--- src/rtl/apt_pkg.sv ---
package apt_pkg;

  // Operation codes of the input channel.
  typedef enum logic [2:0] {
    OP_ADD         = 3'd0,
    OP_REMOVE      = 3'd1,
    OP_FLUSH       = 3'd2,
    OP_CONTAINS    = 3'd3,
    OP_COUNT       = 3'd4,
    OP_FIND_DOMAIN = 3'd5,
    OP_GET_NTH     = 3'd6,
    OP_RESERVED    = 3'd7
  } op_t;

  // Result status codes.
  typedef enum logic [1:0] {
    ST_OK        = 2'd0,
    ST_FULL      = 2'd1,
    ST_NOT_FOUND = 2'd2,
    ST_INVALID   = 2'd3
  } status_t;

  // Sequencer states.
  typedef enum logic [2:0] {
    S_IDLE,
    S_START,
    S_MOD_WAIT,
    S_SCAN_RD,
    S_EVAL,
    S_LEN_WAIT,
    S_DONE
  } fsm_t;

  // One table entry as held in the entry memory.
  typedef struct packed {
    logic [31:0] mark;
    logic [7:0]  proto;
    logic [31:0] address;
    logic [15:0] port_low;
    logic [15:0] port_high;
  } entry_t;

  // Latched input item.
  typedef struct packed {
    logic [2:0]  operation;
    logic [31:0] mark;
    logic [7:0]  proto;
    logic [31:0] address;
    logic [15:0] port_low;
    logic [15:0] port_high;
    logic [31:0] index;
    logic [15:0] step;
    logic [15:0] domain_count;
  } in_item_t;

  // Divider request and response.
  typedef struct packed {
    logic        start;
    logic [31:0] dividend;
    logic [15:0] divisor;
  } div_req_t;

  typedef struct packed {
    logic        busy;
    logic        done;
    logic [31:0] quotient;
    logic [15:0] remainder;
  } div_rsp_t;

  // Port sums are kept wide enough for a full table and saturated on output.
  localparam int          SUM_W     = 26;
  localparam logic [20:0] TOTAL_MAX = 21'h1FFFFF;

endpackage

--- src/rtl/apt_if.sv ---
// Input channel: one table operation per transfer.
interface apt_in_if;
  logic        valid;
  logic        ready;
  logic [2:0]  operation;
  logic [31:0] mark;
  logic [7:0]  proto;
  logic [31:0] address;
  logic [15:0] port_low;
  logic [15:0] port_high;
  logic [31:0] index;
  logic [15:0] step;
  logic [15:0] domain_count;

  modport source (output valid, operation, mark, proto, address, port_low, port_high,
                  index, step, domain_count, input ready);
  modport sink (input valid, operation, mark, proto, address, port_low, port_high,
                index, step, domain_count, output ready);
endinterface

// Result channel: one result per operation.
interface apt_out_if;
  logic        valid;
  logic        ready;
  logic [1:0]  status;
  logic        hit;
  logic [31:0] result_address;
  logic [15:0] result_port;
  logic [20:0] total_ports;
  logic [15:0] group_size;

  modport source (output valid, status, hit, result_address, result_port, total_ports,
                  group_size, input ready);
  modport sink (input valid, status, hit, result_address, result_port, total_ports,
                group_size, output ready);
endinterface

// Configuration channel: writes the group size register.
interface apt_cfg_if;
  logic        valid;
  logic        ready;
  logic [15:0] data;

  modport source (output valid, data, input ready);
  modport sink (input valid, data, output ready);
endinterface

--- src/rtl/address_port_pool_table.sv ---
// Ordered table of address and port range entries.
// in_ch carries one operation per transfer (add, remove, flush, contains,
// count, find_domain, get_nth); out_ch returns exactly one result per
// operation, in order. cfg_ch writes the ports-per-group register and is
// always ready; the user writes it only while the block is idle, which the
// block itself does not enforce. Entries sit in one memory with a registered
// read. A sequencer walks it one entry at a time, reading each entry and then
// evaluating it. add, flush and the reserved code finish without a walk.
// remove, contains, count and find_domain walk the used entries, find_domain
// stopping at its hit. get_nth first runs an iterative divider for the
// modulo, then runs the same divider again for the walk length of each
// walkable entry. One operation is worked on at a time.
// A finished result waits in the output register; the next operation is
// taken while it waits, and the sequencer holds at its end until the
// receiver takes the earlier result.
// Reset empties the table and sets the group size to one; no memory
// clearing pass is needed.
module address_port_pool_table #(
  parameter int TABLE_ENTRIES = 16
) (
  input logic       clk,
  input logic       rst_n,
  apt_in_if.sink    in_ch,
  apt_out_if.source out_ch,
  apt_cfg_if.sink   cfg_ch
);
  import apt_pkg::*;

  localparam int            AW      = (TABLE_ENTRIES > 1) ? $clog2(TABLE_ENTRIES) : 1;
  localparam int            CW      = $clog2(TABLE_ENTRIES + 1);
  localparam logic [CW-1:0] DEPTH_C = CW'(TABLE_ENTRIES);

  fsm_t              state_r, state_nxt;
  in_item_t          req_r;
  logic [15:0]       mpc_r;
  logic [CW-1:0]     used_r, used_nxt;
  logic [CW-1:0]     i_r, i_nxt;
  logic [CW-1:0]     j_r, j_nxt;
  logic              started_r, started_nxt;
  logic [15:0]       n_r, n_nxt;
  logic [15:0]       from_r, from_nxt;
  logic [31:0]       ent_addr_r, ent_addr_nxt;
  logic [47:0]       target_r, target_nxt;
  logic [SUM_W-1:0]  base_r, base_nxt;
  logic [SUM_W-1:0]  sum_r, sum_nxt;
  status_t           status_r, status_nxt;
  logic              hit_r, hit_nxt;
  logic [31:0]       raddr_r, raddr_nxt;
  logic [15:0]       rport_r, rport_nxt;
  logic [15:0]       gsize_r, gsize_nxt;

  logic              out_valid_r;
  logic [1:0]        out_status_r;
  logic              out_hit_r;
  logic [31:0]       out_raddr_r;
  logic [15:0]       out_rport_r;
  logic [20:0]       out_total_r;
  logic [15:0]       out_gsize_r;

  logic              mem_we;
  logic [AW-1:0]     mem_waddr;
  entry_t            mem_wdata;
  entry_t            e;
  div_req_t          div_req;
  div_rsp_t          div_rsp;

  entry_t            req_entry;
  logic [16:0]       len1_c;
  logic [16:0]       len_q_c;
  logic [15:0]       from_c;
  logic [31:0]       prod_c;
  logic              keep_c, last_c, match_c, walk_ok_c, found_c, n_lt_c, out_free_c;
  logic              in_fire, load_out;

  apt_mem #(.DEPTH(TABLE_ENTRIES), .AW(AW)) u_mem (
    .clk   (clk),
    .we    (mem_we),
    .waddr (mem_waddr),
    .wdata (mem_wdata),
    .raddr (i_r[AW-1:0]),
    .rdata (e)
  );

  apt_div u_div (
    .clk   (clk),
    .rst_n (rst_n),
    .req   (div_req),
    .rsp   (div_rsp)
  );

  // Handshakes.
  assign in_ch.ready  = (state_r == S_IDLE);
  assign cfg_ch.ready = 1'b1;
  assign in_fire      = in_ch.valid && in_ch.ready;
  assign out_free_c   = !out_valid_r || out_ch.ready;
  assign load_out     = (state_r == S_DONE) && out_free_c;

  // Per-entry tests on the entry just read.
  always_comb begin
    req_entry.mark      = req_r.mark;
    req_entry.proto     = req_r.proto;
    req_entry.address   = req_r.address;
    req_entry.port_low  = req_r.port_low;
    req_entry.port_high = req_r.port_high;
    len1_c    = (e.port_low <= e.port_high) ?
                ({1'b0, e.port_high} - {1'b0, e.port_low} + 17'd1) : 17'd0;
    keep_c    = (e != req_entry);
    last_c    = (i_r + 1'b1) == used_r;
    match_c   = (e.address == req_r.address) && (e.port_low <= req_r.port_low) &&
                (req_r.port_low <= e.port_high);
    from_c    = started_r ? e.port_low : req_r.port_low;
    walk_ok_c = (started_r || match_c) && (from_c <= e.port_high);
    found_c   = target_r < (48'(base_r) + 48'(len1_c));
    len_q_c   = div_rsp.quotient[16:0] + 17'd1;
    n_lt_c    = {1'b0, n_r} < len_q_c;
    prod_c    = n_r * req_r.step;
  end

  // Next state.
  always_comb begin
    state_nxt = state_r;
    case (state_r)
      S_IDLE: begin
        if (in_fire) state_nxt = S_START;
      end
      S_START: begin
        case (op_t'(req_r.operation))
          OP_REMOVE, OP_CONTAINS, OP_COUNT:
            state_nxt = (used_r == '0) ? S_DONE : S_SCAN_RD;
          OP_FIND_DOMAIN:
            state_nxt = (mpc_r == 16'd0 || used_r == '0) ? S_DONE : S_SCAN_RD;
          OP_GET_NTH:
            state_nxt = (req_r.step == 16'd0 || req_r.domain_count == 16'd0) ?
                        S_DONE : S_MOD_WAIT;
          default: state_nxt = S_DONE;
        endcase
      end
      S_MOD_WAIT: begin
        if (div_rsp.done) state_nxt = (used_r == '0) ? S_DONE : S_SCAN_RD;
      end
      S_SCAN_RD: state_nxt = S_EVAL;
      S_EVAL: begin
        case (op_t'(req_r.operation))
          OP_FIND_DOMAIN:
            state_nxt = (found_c || last_c) ? S_DONE : S_SCAN_RD;
          OP_GET_NTH:
            state_nxt = walk_ok_c ? S_LEN_WAIT : (last_c ? S_DONE : S_SCAN_RD);
          default:
            state_nxt = last_c ? S_DONE : S_SCAN_RD;
        endcase
      end
      S_LEN_WAIT: begin
        if (div_rsp.done) state_nxt = (n_lt_c || last_c) ? S_DONE : S_SCAN_RD;
      end
      S_DONE: begin
        if (out_free_c) state_nxt = S_IDLE;
      end
      default: state_nxt = S_IDLE;
    endcase
  end

  // Datapath, memory writes and divider requests.
  always_comb begin
    used_nxt     = used_r;
    i_nxt        = i_r;
    j_nxt        = j_r;
    started_nxt  = started_r;
    n_nxt        = n_r;
    from_nxt     = from_r;
    ent_addr_nxt = ent_addr_r;
    target_nxt   = target_r;
    base_nxt     = base_r;
    sum_nxt      = sum_r;
    status_nxt   = status_r;
    hit_nxt      = hit_r;
    raddr_nxt    = raddr_r;
    rport_nxt    = rport_r;
    gsize_nxt    = gsize_r;
    mem_we       = 1'b0;
    mem_waddr    = j_r[AW-1:0];
    mem_wdata    = e;
    div_req      = '0;
    case (state_r)
      S_START: begin
        i_nxt       = '0;
        j_nxt       = '0;
        started_nxt = 1'b0;
        base_nxt    = '0;
        sum_nxt     = '0;
        hit_nxt     = 1'b0;
        raddr_nxt   = '0;
        rport_nxt   = '0;
        gsize_nxt   = '0;
        status_nxt  = ST_OK;
        target_nxt  = req_r.index * mpc_r;
        case (op_t'(req_r.operation))
          OP_ADD: begin
            if (req_r.port_low > req_r.port_high) begin
              status_nxt = ST_INVALID;
            end else if (used_r >= DEPTH_C) begin
              status_nxt = ST_FULL;
            end else begin
              mem_we    = 1'b1;
              mem_waddr = used_r[AW-1:0];
              mem_wdata = req_entry;
              used_nxt  = used_r + 1'b1;
            end
          end
          OP_FLUSH: used_nxt = '0;
          OP_REMOVE, OP_CONTAINS, OP_COUNT: status_nxt = ST_OK;
          OP_FIND_DOMAIN: status_nxt = (mpc_r == 16'd0) ? ST_INVALID : ST_NOT_FOUND;
          OP_GET_NTH: begin
            if (req_r.step == 16'd0 || req_r.domain_count == 16'd0) begin
              status_nxt = ST_INVALID;
            end else begin
              status_nxt       = ST_NOT_FOUND;
              div_req.start    = 1'b1;
              div_req.dividend = req_r.index;
              div_req.divisor  = req_r.domain_count;
            end
          end
          default: status_nxt = ST_INVALID;
        endcase
      end
      S_MOD_WAIT: begin
        if (div_rsp.done) n_nxt = div_rsp.remainder;
      end
      S_EVAL: begin
        i_nxt = i_r + 1'b1;
        case (op_t'(req_r.operation))
          OP_REMOVE: begin
            // Compact in place: kept entries move down to the write pointer.
            if (keep_c) begin
              mem_we = 1'b1;
              j_nxt  = j_r + 1'b1;
            end
            if (last_c) used_nxt = keep_c ? (j_r + 1'b1) : j_r;
          end
          OP_CONTAINS: begin
            if (e.proto == req_r.proto && e.address == req_r.address) hit_nxt = 1'b1;
          end
          OP_COUNT: sum_nxt = sum_r + SUM_W'(len1_c);
          OP_FIND_DOMAIN: begin
            if (found_c) begin
              status_nxt = ST_OK;
              raddr_nxt  = e.address;
              rport_nxt  = e.port_low + 16'(target_r - 48'(base_r));
              gsize_nxt  = mpc_r;
            end else begin
              base_nxt = base_r + SUM_W'(len1_c);
            end
          end
          OP_GET_NTH: begin
            if (started_r || match_c) started_nxt = 1'b1;
            // A walkable entry waits on the divider for its walk length.
            if (walk_ok_c) begin
              i_nxt            = i_r;
              from_nxt         = from_c;
              ent_addr_nxt     = e.address;
              div_req.start    = 1'b1;
              div_req.dividend = {16'd0, e.port_high - from_c};
              div_req.divisor  = req_r.step;
            end
          end
          default: i_nxt = i_r + 1'b1;
        endcase
      end
      S_LEN_WAIT: begin
        if (div_rsp.done) begin
          i_nxt = i_r + 1'b1;
          if (n_lt_c) begin
            status_nxt = ST_OK;
            raddr_nxt  = ent_addr_r;
            rport_nxt  = from_r + prod_c[15:0];
          end else begin
            n_nxt = n_r - len_q_c[15:0];
          end
        end
      end
      default: used_nxt = used_r;
    endcase
  end

  // Control registers.
  always_ff @(posedge clk) begin
    if (!rst_n) begin
      state_r     <= S_IDLE;
      used_r      <= '0;
      mpc_r       <= 16'd1;
      out_valid_r <= 1'b0;
    end else begin
      state_r <= state_nxt;
      used_r  <= used_nxt;
      if (cfg_ch.valid && cfg_ch.ready) mpc_r <= cfg_ch.data;
      if (load_out) begin
        out_valid_r <= 1'b1;
      end else if (out_ch.ready) begin
        out_valid_r <= 1'b0;
      end
    end
  end

  // Payload registers.
  always_ff @(posedge clk) begin
    if (in_fire) begin
      req_r.operation    <= in_ch.operation;
      req_r.mark         <= in_ch.mark;
      req_r.proto        <= in_ch.proto;
      req_r.address      <= in_ch.address;
      req_r.port_low     <= in_ch.port_low;
      req_r.port_high    <= in_ch.port_high;
      req_r.index        <= in_ch.index;
      req_r.step         <= in_ch.step;
      req_r.domain_count <= in_ch.domain_count;
    end
    i_r        <= i_nxt;
    j_r        <= j_nxt;
    started_r  <= started_nxt;
    n_r        <= n_nxt;
    from_r     <= from_nxt;
    ent_addr_r <= ent_addr_nxt;
    target_r   <= target_nxt;
    base_r     <= base_nxt;
    sum_r      <= sum_nxt;
    status_r   <= status_nxt;
    hit_r      <= hit_nxt;
    raddr_r    <= raddr_nxt;
    rport_r    <= rport_nxt;
    gsize_r    <= gsize_nxt;
    if (load_out) begin
      out_status_r <= status_r;
      out_hit_r    <= hit_r;
      out_raddr_r  <= raddr_r;
      out_rport_r  <= rport_r;
      out_total_r  <= (sum_r > SUM_W'(TOTAL_MAX)) ? TOTAL_MAX : sum_r[20:0];
      out_gsize_r  <= gsize_r;
    end
  end

  assign out_ch.valid          = out_valid_r;
  assign out_ch.status         = out_status_r;
  assign out_ch.hit            = out_hit_r;
  assign out_ch.result_address = out_raddr_r;
  assign out_ch.result_port    = out_rport_r;
  assign out_ch.total_ports    = out_total_r;
  assign out_ch.group_size     = out_gsize_r;

  // The fill count never passes the table size.
  a_used_bound: assert property (@(posedge clk) disable iff (!rst_n)
    used_r <= DEPTH_C)
    else $error("fill count beyond table size");

  // The divider only runs while the sequencer waits on it.
  a_div_owner: assert property (@(posedge clk) disable iff (!rst_n)
    div_rsp.busy |-> (state_r == S_MOD_WAIT || state_r == S_LEN_WAIT))
    else $error("divider busy outside a wait state");

  // Compaction never writes ahead of the entry being read.
  a_compact_order: assert property (@(posedge clk) disable iff (!rst_n)
    (mem_we && state_r == S_EVAL) |-> (j_r <= i_r))
    else $error("compaction write ahead of read pointer");

endmodule

--- src/rtl/apt_mem.sv ---
module apt_mem #(
  parameter int DEPTH = 16,
  parameter int AW    = 4
) (
  input  logic             clk,
  input  logic             we,
  input  logic [AW-1:0]    waddr,
  input  apt_pkg::entry_t  wdata,
  input  logic [AW-1:0]    raddr,
  output apt_pkg::entry_t  rdata
);
  import apt_pkg::*;

  entry_t mem [DEPTH];
  entry_t rdata_r;

  // Single write port, registered read port.
  always_ff @(posedge clk) begin
    if (we) begin
      mem[waddr] <= wdata;
    end
    rdata_r <= mem[raddr];
  end

  assign rdata = rdata_r;

endmodule

--- src/rtl/apt_div.sv ---
module apt_div (
  input  logic              clk,
  input  logic              rst_n,
  input  apt_pkg::div_req_t req,
  output apt_pkg::div_rsp_t rsp
);
  import apt_pkg::*;

  logic [31:0] quo_r, quo_nxt;
  logic [15:0] rem_r, rem_nxt;
  logic [15:0] div_r;
  logic [4:0]  cnt_r;
  logic        busy_r;
  logic        done_r;
  logic [16:0] trial;
  logic        ge;

  // One restoring step: shift in the next dividend bit and try a subtract.
  always_comb begin
    trial   = {rem_r, quo_r[31]};
    ge      = trial >= {1'b0, div_r};
    rem_nxt = ge ? 16'(trial - {1'b0, div_r}) : trial[15:0];
    quo_nxt = {quo_r[30:0], ge};
  end

  // Control: 32 steps per division, done pulses for one cycle.
  always_ff @(posedge clk) begin
    if (!rst_n) begin
      busy_r <= 1'b0;
      done_r <= 1'b0;
      cnt_r  <= '0;
    end else begin
      done_r <= 1'b0;
      if (req.start) begin
        busy_r <= 1'b1;
        cnt_r  <= '0;
      end else if (busy_r) begin
        cnt_r <= cnt_r + 5'd1;
        if (cnt_r == 5'd31) begin
          busy_r <= 1'b0;
          done_r <= 1'b1;
        end
      end
    end
  end

  // Datapath.
  always_ff @(posedge clk) begin
    if (req.start) begin
      quo_r <= req.dividend;
      rem_r <= '0;
      div_r <= req.divisor;
    end else if (busy_r) begin
      quo_r <= quo_nxt;
      rem_r <= rem_nxt;
    end
  end

  assign rsp.busy      = busy_r;
  assign rsp.done      = done_r;
  assign rsp.quotient  = quo_r;
  assign rsp.remainder = rem_r;

endmodule
--- src/flat_wrapper.sv ---
// flat-port wrapper written by rule: the top's interface ports become plain ports
module address_port_pool_table_flat import apt_pkg::*;
#(
  parameter int TABLE_ENTRIES = 16
)
  (clk, rst_n, in_ch_valid, in_ch_operation, in_ch_mark, in_ch_proto, in_ch_address, in_ch_port_low, in_ch_port_high, in_ch_index, in_ch_step, in_ch_domain_count, in_ch_ready, out_ch_valid, out_ch_status, out_ch_hit, out_ch_result_address, out_ch_result_port, out_ch_total_ports, out_ch_group_size, out_ch_ready, cfg_ch_valid, cfg_ch_data, cfg_ch_ready);
  apt_in_if in_ch_i ();
  apt_out_if out_ch_i ();
  apt_cfg_if cfg_ch_i ();
  input logic clk;
  input logic rst_n;
  input wire logic [$bits(in_ch_i.valid)-1:0] in_ch_valid;
  input wire logic [$bits(in_ch_i.operation)-1:0] in_ch_operation;
  input wire logic [$bits(in_ch_i.mark)-1:0] in_ch_mark;
  input wire logic [$bits(in_ch_i.proto)-1:0] in_ch_proto;
  input wire logic [$bits(in_ch_i.address)-1:0] in_ch_address;
  input wire logic [$bits(in_ch_i.port_low)-1:0] in_ch_port_low;
  input wire logic [$bits(in_ch_i.port_high)-1:0] in_ch_port_high;
  input wire logic [$bits(in_ch_i.index)-1:0] in_ch_index;
  input wire logic [$bits(in_ch_i.step)-1:0] in_ch_step;
  input wire logic [$bits(in_ch_i.domain_count)-1:0] in_ch_domain_count;
  output wire logic [$bits(in_ch_i.ready)-1:0] in_ch_ready;
  output wire logic [$bits(out_ch_i.valid)-1:0] out_ch_valid;
  output wire logic [$bits(out_ch_i.status)-1:0] out_ch_status;
  output wire logic [$bits(out_ch_i.hit)-1:0] out_ch_hit;
  output wire logic [$bits(out_ch_i.result_address)-1:0] out_ch_result_address;
  output wire logic [$bits(out_ch_i.result_port)-1:0] out_ch_result_port;
  output wire logic [$bits(out_ch_i.total_ports)-1:0] out_ch_total_ports;
  output wire logic [$bits(out_ch_i.group_size)-1:0] out_ch_group_size;
  input wire logic [$bits(out_ch_i.ready)-1:0] out_ch_ready;
  input wire logic [$bits(cfg_ch_i.valid)-1:0] cfg_ch_valid;
  input wire logic [$bits(cfg_ch_i.data)-1:0] cfg_ch_data;
  output wire logic [$bits(cfg_ch_i.ready)-1:0] cfg_ch_ready;
  assign in_ch_i.valid = in_ch_valid;
  assign in_ch_i.operation = in_ch_operation;
  assign in_ch_i.mark = in_ch_mark;
  assign in_ch_i.proto = in_ch_proto;
  assign in_ch_i.address = in_ch_address;
  assign in_ch_i.port_low = in_ch_port_low;
  assign in_ch_i.port_high = in_ch_port_high;
  assign in_ch_i.index = in_ch_index;
  assign in_ch_i.step = in_ch_step;
  assign in_ch_i.domain_count = in_ch_domain_count;
  assign in_ch_ready = in_ch_i.ready;
  assign out_ch_valid = out_ch_i.valid;
  assign out_ch_status = out_ch_i.status;
  assign out_ch_hit = out_ch_i.hit;
  assign out_ch_result_address = out_ch_i.result_address;
  assign out_ch_result_port = out_ch_i.result_port;
  assign out_ch_total_ports = out_ch_i.total_ports;
  assign out_ch_group_size = out_ch_i.group_size;
  assign out_ch_i.ready = out_ch_ready;
  assign cfg_ch_i.valid = cfg_ch_valid;
  assign cfg_ch_i.data = cfg_ch_data;
  assign cfg_ch_ready = cfg_ch_i.ready;
  address_port_pool_table #(.TABLE_ENTRIES(TABLE_ENTRIES)) u_core (.clk(clk), .rst_n(rst_n), .in_ch(in_ch_i), .out_ch(out_ch_i), .cfg_ch(cfg_ch_i));
endmodule
--- config.mk ---
export PLATFORM = sky130hd
export DESIGN_NAME = address_port_pool_table_flat
export DESIGN_NICKNAME = d
export VERILOG_FILES = /design/src/rtl/apt_pkg.sv /design/src/rtl/apt_if.sv /design/src/rtl/address_port_pool_table.sv /design/src/rtl/apt_mem.sv /design/src/rtl/apt_div.sv /design/src/flat_wrapper.sv
export SDC_FILE = /design/constraint.sdc
export NUM_CORES = 2
export LEC_CHECK = 0
export BUFFER_PORTS_ARGS = -buffer_cell sky130_fd_sc_hd__buf_2
export CAP_MARGIN = 20
export CORE_MARGIN = 2
export CORE_UTILIZATION = 25
export DETAILED_ROUTE_END_ITERATION = 6
export SETUP_SLACK_MARGIN = 0.2
export SLEW_MARGIN = 5
export SYNTH_ARGS = -nofsm -noshare
export SYNTH_HDL_FRONTEND = slang
export SYNTH_SLANG_ARGS = --single-unit
--- constraint.sdc ---
create_clock -name clk -period 10.9 [get_ports clk]
set_input_delay 2.18 -clock clk [delete_from_list [all_inputs] [get_ports clk]]
set_output_delay 2.18 -clock clk [all_outputs]
set_load 0.005 [all_outputs]
# Word level (Yosys, flattened, before mapping)

Memory sizes are Yosys's and may differ from the RTL's. A register that Yosys moved wholly into a read port is not among the register bits.
Cells that the tools add are included.

Output and inout bits: 91
Bits in read-only memories: 0
Memory bits (writable): 1664
Bits in latches: 0
Word-level logic and storage cells: 244
Memories kept: 1
Bits in registers: 597

Memories:

| name             | words | bits a word | rd ports | clocked after memory_dff | wr ports | line          | text |
|---|---|---|---|---|---|---|---|
| u_core.u_mem.mem | 16    | 104         | 1        | 1                        | 1        | apt_mem.sv:14 | `entry_t mem [DEPTH];` |

Eq/ne operators: 37
Shift operators: 0
$lt $le $gt $ge: 10
Multipliers: 2
Multiplexer cells: 97
Bitwise operators: 2
Reductions and logical operators: 40
Add/subtract/negate cells: 16
Divide/modulo/power cells: 0

Operators by type and width:

| cell                    | number |
|---|---|
| $mux W104               | 4 |
| $mux W49                | 4 |
| $mux W32                | 6 |
| $mux W16                | 11 |
| $ne A104 B104 Y1        | 1 |
| $pmux W26 S2            | 2 |
| $pmux W49 S2            | 1 |
| $pmux W32 S3            | 1 |
| $mux W26                | 3 |
| $le A16 B16 Y1          | 4 |
| $pmux W16 S2            | 2 |
| $sub A16 B16 Y16        | 4 |
| $add A26 B17 Y26        | 2 |
| $logic_not A16 Y1       | 3 |
| $lt A48 B27 Y1          | 1 |
| $mul A32 B16 Y48        | 1 |
| $pmux W16 S3            | 1 |
| $mux W5                 | 9 |
| $add A17 B1 Y17 const B | 2 |
| $mux W3                 | 11 |
| $add A16 B16 Y16        | 2 |
| $eq A32 B32 Y1          | 1 |
| $pmux W5 S2             | 3 |
| $add A26 B17 Y27        | 1 |
| 44 further kinds        | 124 |

# Longest topological paths before layout

Depth after elaboration: 9
Mapped depth: 37
Depth with buffers taken out: 37

# By module

Synthesis repeated with hierarchy kept, for this count alone.

Cell total of the unflattened synthesis: 7757
Area total of the unflattened synthesis: 117012.2 um^2

By module, submodules not included:

| module                  | times used | area each (um^2) | seq. area each (um^2) | cells each |
|---|---|---|---|---|
| apt_mem                 | 1          | 64261.6          | 52049.9               | 2662 |
| address_port_pool_table | 1          | 48953.2          | 15544.9               | 4764 |
| apt_div                 | 1          | 3797.4           | 1901.8                | 331 |

# Worst setup path before layout

Ideal clock, no wire load.

Path kind: register -> register
From: register u_core.u_mem.rdata[1] (netlist name)
To: register u_core.raddr_r[0] (enable)
Setup slack: 0.973 ns
Data required time: 10.380 ns
Buffers on the path: 0
Arrival: 9.407 ns
Cell stages (with the launch flop): 36
Path through: dfxtp_1 > inv_1 > ha_1 > inv_1 > ha_1 > inv_1 > fa_1 > nor2b_1 > o21ai_0 > a21boi_1 > o21ai_0 > nand2b_1 > a21o_1 > a41o_1 > nor2_1 > xor2_1 > nor2_1 > ha_1 > and2_1 > a41oi_1 > nand2_1 > or3_1 > o211a_1 > o21a_1 > or2_2 > ha_1 > a21o_1 > a21o_1 > a21oi_1 > nor2b_1 > o21ai_0 > a21oi_1 > o2111ai_1 > nand3_1 > o31a_1 > nor3_1

Word-level cells in the longest chain between the ends: 7
Elaborated cells between the ends (all ways): 8

Ends and longest elaborated chain:

| what                                 | line                           | text |
|---|---|---|
| $sub A16 B16 Y17                     | address_port_pool_table.sv:106 | `({1'b0, e.port_high} - {1'b0, e.port_low} + 17'd1) : 17'd0;` |
| $add A17 B1 Y17                      | address_port_pool_table.sv:106 |  |
| $mux W17 *                           | address_port_pool_table.sv:105 | `len1_c = (e.port_low <= e.port_high) ?` |
| $add A26 B17 Y27 *                   | address_port_pool_table.sv:113 | `found_c = target_r < (48'(base_r) + 48'(len1_c));` |
| $lt A48 B27 Y1 *                     | address_port_pool_table.sv:113 |  |
| $ne A2 B1 Y1 (no source line) *      | --                             |  |
| $reduce_and A5 Y1 (no source line) * | --                             |  |
| end signal: assignment               | address_port_pool_table.sv:327 | `raddr_r <= raddr_nxt;` |
| end: declaration                     | address_port_pool_table.sv:48  | `logic [31:0] raddr_r, raddr_nxt;` |

Mark *: on every way between the ends. The rest lies on a longest branch, timed or not.
A chain may end at the register's enable or synchronous reset.

# Worst setup path after layout

From: register u_core.u_mem.rdata[1] (netlist name)
To: register u_core.raddr_r[30] (enable)

Word-level cells in the longest chain between the ends: 7
Elaborated cells between the ends (all ways): 8

Ends and longest elaborated chain:

| what                                 | line |
|---|---|
| $sub A16 B16 Y17                     | address_port_pool_table.sv:106 |
| $add A17 B1 Y17                      | address_port_pool_table.sv:106 |
| $mux W17 *                           | address_port_pool_table.sv:105 |
| $add A26 B17 Y27 *                   | address_port_pool_table.sv:113 |
| $lt A48 B27 Y1 *                     | address_port_pool_table.sv:113 |
| $ne A2 B1 Y1 (no source line) *      | -- |
| $reduce_and A5 Y1 (no source line) * | -- |

Marks and branches as above.

==> results.md <==
* Deepest clock path buffer count at 4
* Top_reg_cell synth: edfxtp_1
* # IOs at about 280
* Total global-route track usage at 0.135
* Final WL at between 300 and 400 mm
* Post-synth cell types at between 100 and 150
* Yosys top cell by area: edfxtp_1
* Met3 wire length at between 20 and 25 mm
* Async set-reset flop share out of synthesis at 0
* Total die area at around 470000 um^2
* Crit path max-delay cell type: buf_4
* Xor/xnor share of the synthesized area at 0.0234
* Power per standard cell area at ~310 nW/um^2
* Synth warn at 0
* Initial antenna violation count at 44
* CTS Root Cell: clkbuf_16
* Final core utilization at 0.289
* Layout net count at between 8000 and 9000
* Unrepaired setup endpoints after global routing: no
* CP most frequent cell: ha_1
* Mapped cell area at 117000 um^2
* Critical path type: reg2reg
* Post-Syn Instances at 7531
* R2R Path Start: u_core.u_mem.rdata[1]
* Post-Synth Simple-Gate Area at 0.0621
* Hold Startpoint: u_core.raddr_r[26]
* Final ANT Viol Nets at 0
* Placed Cells at around 14000
* Clock Latency Late Sink at approximately 960 ps
* Hold Crit Class: reg2reg
* Final period util at 0.723
* Synth top area share at 0.569
* Synth Area per Inst at ~16 um^2
* CTS tree: done
* Multiplexer area fraction after synthesis at 0.113
* Register area share after synthesis at 0.595
* Highest Signal Layer: met5
* Peak Freq at roughly 130 MHz
* Met2 WL at ~150 mm
* Relative slew slack at 0.255
* Die span in x at between 600 and 700 um
* Vias in the first global route at ~66000
* DP HPWL at 209 mm
* Worst EP required at 11400 ps
* Startpoint Class: flop
* Clock period minus final worst setup slack at just under 8000 ps
* Syn nets at between 8000 and 9000
* Via/cell ratio at 4.55
* Worst r2r path cells at 36
* Site Rows at 250
* Synth Area in Adders at 0.134
* TritonRoute pass-1 iters at 5
* Critical path capture point type: flop
* Clock sink total at about 2400
* Max-Cap Viols at 0
* Routed length on met1 at roughly 140 mm
* Initial core utilization at 0.251
* Setup TNS at 0 ps
* Crit Reg-Reg Endpoint: u_core.raddr_r[30]
* DRC viols at 0
* Remaining Overflow, GRT at 0
* Wire length per cell at 22.8 um
* Vias at ~65000
* Cts bufs inserted at ~240
* Outcome: completed
* Clock Skew at roughly 160 ps
* Synth area leaders: edfxtp_1, mux4_2, fa_1
* Final setup viols at 0
* Hold Crit Endpoint: u_core.out_ch.result_address[26]
* First-pass GRT wire length at between 400 and 500 mm
* Crit path max fanout at 32
* Non-Filler Instances at 14300
* Setup bufs post-CTS at 0
* Synthesized flop and latch total at around 2400
* Hold path depth at 0
* Post-synthesis compound-gate area fraction at 0.0387
* GPL Wtd Cong at slightly above 0.9
* Max-slew violations at 0
* Worst Tran Pin Value at ~1100 ps
* Max incr delay on CP at roughly 500 ps
* Final hold violation count at 0
* Resize count post-CTS at 0
* CP arrival at between 8000 and 9000 ps
* Clk slew on worst S/H paths at 60 ps
* DR iter-0 viols at 6224
* Area Growth Syn to Fin at 15.1%
* Peak supply drop at just over 0.0005 V
* Cell leakage power at between 40 and 50 nW
* Port Buffers at around 280
* Largest family of logic cells by synthesized area: adder cells
* Number of synthesized flops with an enable pin at roughly 2200
* Core area at 464000 um^2
* CTS H-tree lvls at 4
* Largest net degree at the start of global routing at 132
* Share of layout cells above drive strength 1 at 0.183
* FF-to-FF setup slack at ~3000 ps
* Vert. Die Dim at between 600 and 700 um
* Cts hold-fix bufs at 0
worst max-delay path by stage:
stage | start | end | slack (ps) | depth (start not counted)
after CTS | u_core.u_mem.rdata[1] | u_core.raddr_r[3] | 3070 | 36
after global placement | u_core.u_mem.rdata[1] | u_core.raddr_r[2] | 2890 | 36
after global routing | u_core.u_mem.rdata[1] | u_core.raddr_r[30] | 2480 | 36
after detailed placement | u_core.u_mem.rdata[1] | u_core.raddr_r[7] | 3040 | 36
final | u_core.u_mem.rdata[1] | u_core.raddr_r[30] | 3020 | 36
after floorplan | u_core.u_mem.rdata[1] | u_core.raddr_r[0] | 970 | 35
state kept, by name, summed over array words and instances (netlist names), 48 cells and up:
register	count
u_core.req_r	67
u_core.u_mem.rdata	104
u_core.u_mem.mem	1664
u_core.req_entry	104
u_core.target_r	48
critical path, delay by kind of cell (launching register included):
kind | cells | cell delay [ps]
buf+inv | 4 | 760
flops | 1 | 420
simple gates | 11 | 1880
compound gates | 15 | 2820
fa+ha+maj | 5 | 1480
xor+xnor | 1 | 140
per-stage QoR:
stage	area (um^2)	power [mW]	hold WS [ps]	setup slack (ps)
floorplan	117000	27.5	400	973
global placement	126000	33.7	401	2890
detailed placement	126000	33.7	405	3040
CTS	134000	42.5	390	3070
global route	134000	45.0	402	2480
finish	134000	42.2	397	3020
report_power, final:
| part | switching [mW] | leakage (nW) | internal [mW] |
|---|---|---|---|
| sequential | 0.874 | 21.3 | 12.2 |
| combinational | 12.2 | 21.6 | 8.29 |
| clock | 3.64 | 3.99 | 4.94 |
area by class of cell:
class	count	area, um^2
flip-flops and latches	2365	69500
multi-input cells	4106	43400
clock buffers	321	6640
well taps	6174	7720
clock inverters	133	1580
inverters	727	2730
diodes	7	17.5
fillers	46400	330000
repair buffers	434	2760
cells in the final DEF (no fill, tap or decap), types with 15 or more instances in the layout:
cell type,Yosys,layout
mux4_2,520,520
nand2b_1,27,26
nor2_4,0,16
clkbuf_8,0,24
a31oi_1,19,19
a21oi_1,176,175
buf_2,15,282
a21o_1,67,67
mux2_2,73,73
clkinv_2,0,44
dfxtp_1,152,149
o21bai_1,20,20
ha_1,394,394
xnor2_1,136,136
nand2_1,665,665
nor3_1,44,42
and3_1,22,22
or3_1,39,39
nor2b_1,52,51
bufinv_16,0,27
nand3_1,56,56
a211oi_1,15,15
mux2i_1,61,61
and2_1,241,240
nor2_1,265,249
xor2_1,174,174
inv_1,725,724
buf_4,2,136
fa_1,531,531
edfxtp_1,2213,2213
clkbuf_16,0,244
nand4_1,44,44
nor4_1,47,47
o21ai_0,160,153
clkbuf_1,281,53
o21a_1,54,54
a22o_1,18,18
clkinv_1,1,23
cell usage after synthesis, types with 9 or more instances:
master     instances
nor4_1            47
nand3_1           56
or3_1             39
buf_2             15
nor2_1           265
xnor2_1          136
a21oi_1          176
o211ai_1          12
nand4_1           44
and2_1           241
a22o_1            18
nor3_1            44
mux2_2            73
fa_1             531
a21o_1            67
o2111ai_1          9
edfxtp_1        2213
mux4_2           520
and3_1            22
nand2b_1          27
ha_1             394
mux2i_1           61
o21a_1            54
clkbuf_1         281
inv_1            725
a22oi_1            9
buf_1             34
o21bai_1          20
nand2_1          665
a31oi_1           19
o21ai_0          160
dfxtp_1          152
nor2b_1           52
a211oi_1          15
xor2_1           174
routing by layer:
layer,up-vias,track usage
li1,28200,-
met4,16,0.0305
met2,2140,0.222
met5,-,0
met3,445,0.0259
met1,34100,0.185
kinds of logic (layout without fill, tap and decap cells):
| logic type | after synthesis | after routing |
|---|---|---|
| xor+xnor | 311 | 311 |
| compound gates | 675 | 675 |
| buf+inv | 1060 | 1615 |
| mux | 654 | 654 |
| other cells | 1 | 8 |
| fa+ha+maj | 928 | 928 |
| flops | 2365 | 2365 |
| simple gates | 1537 | 1537 |
(Power assumes the default switching activity.)
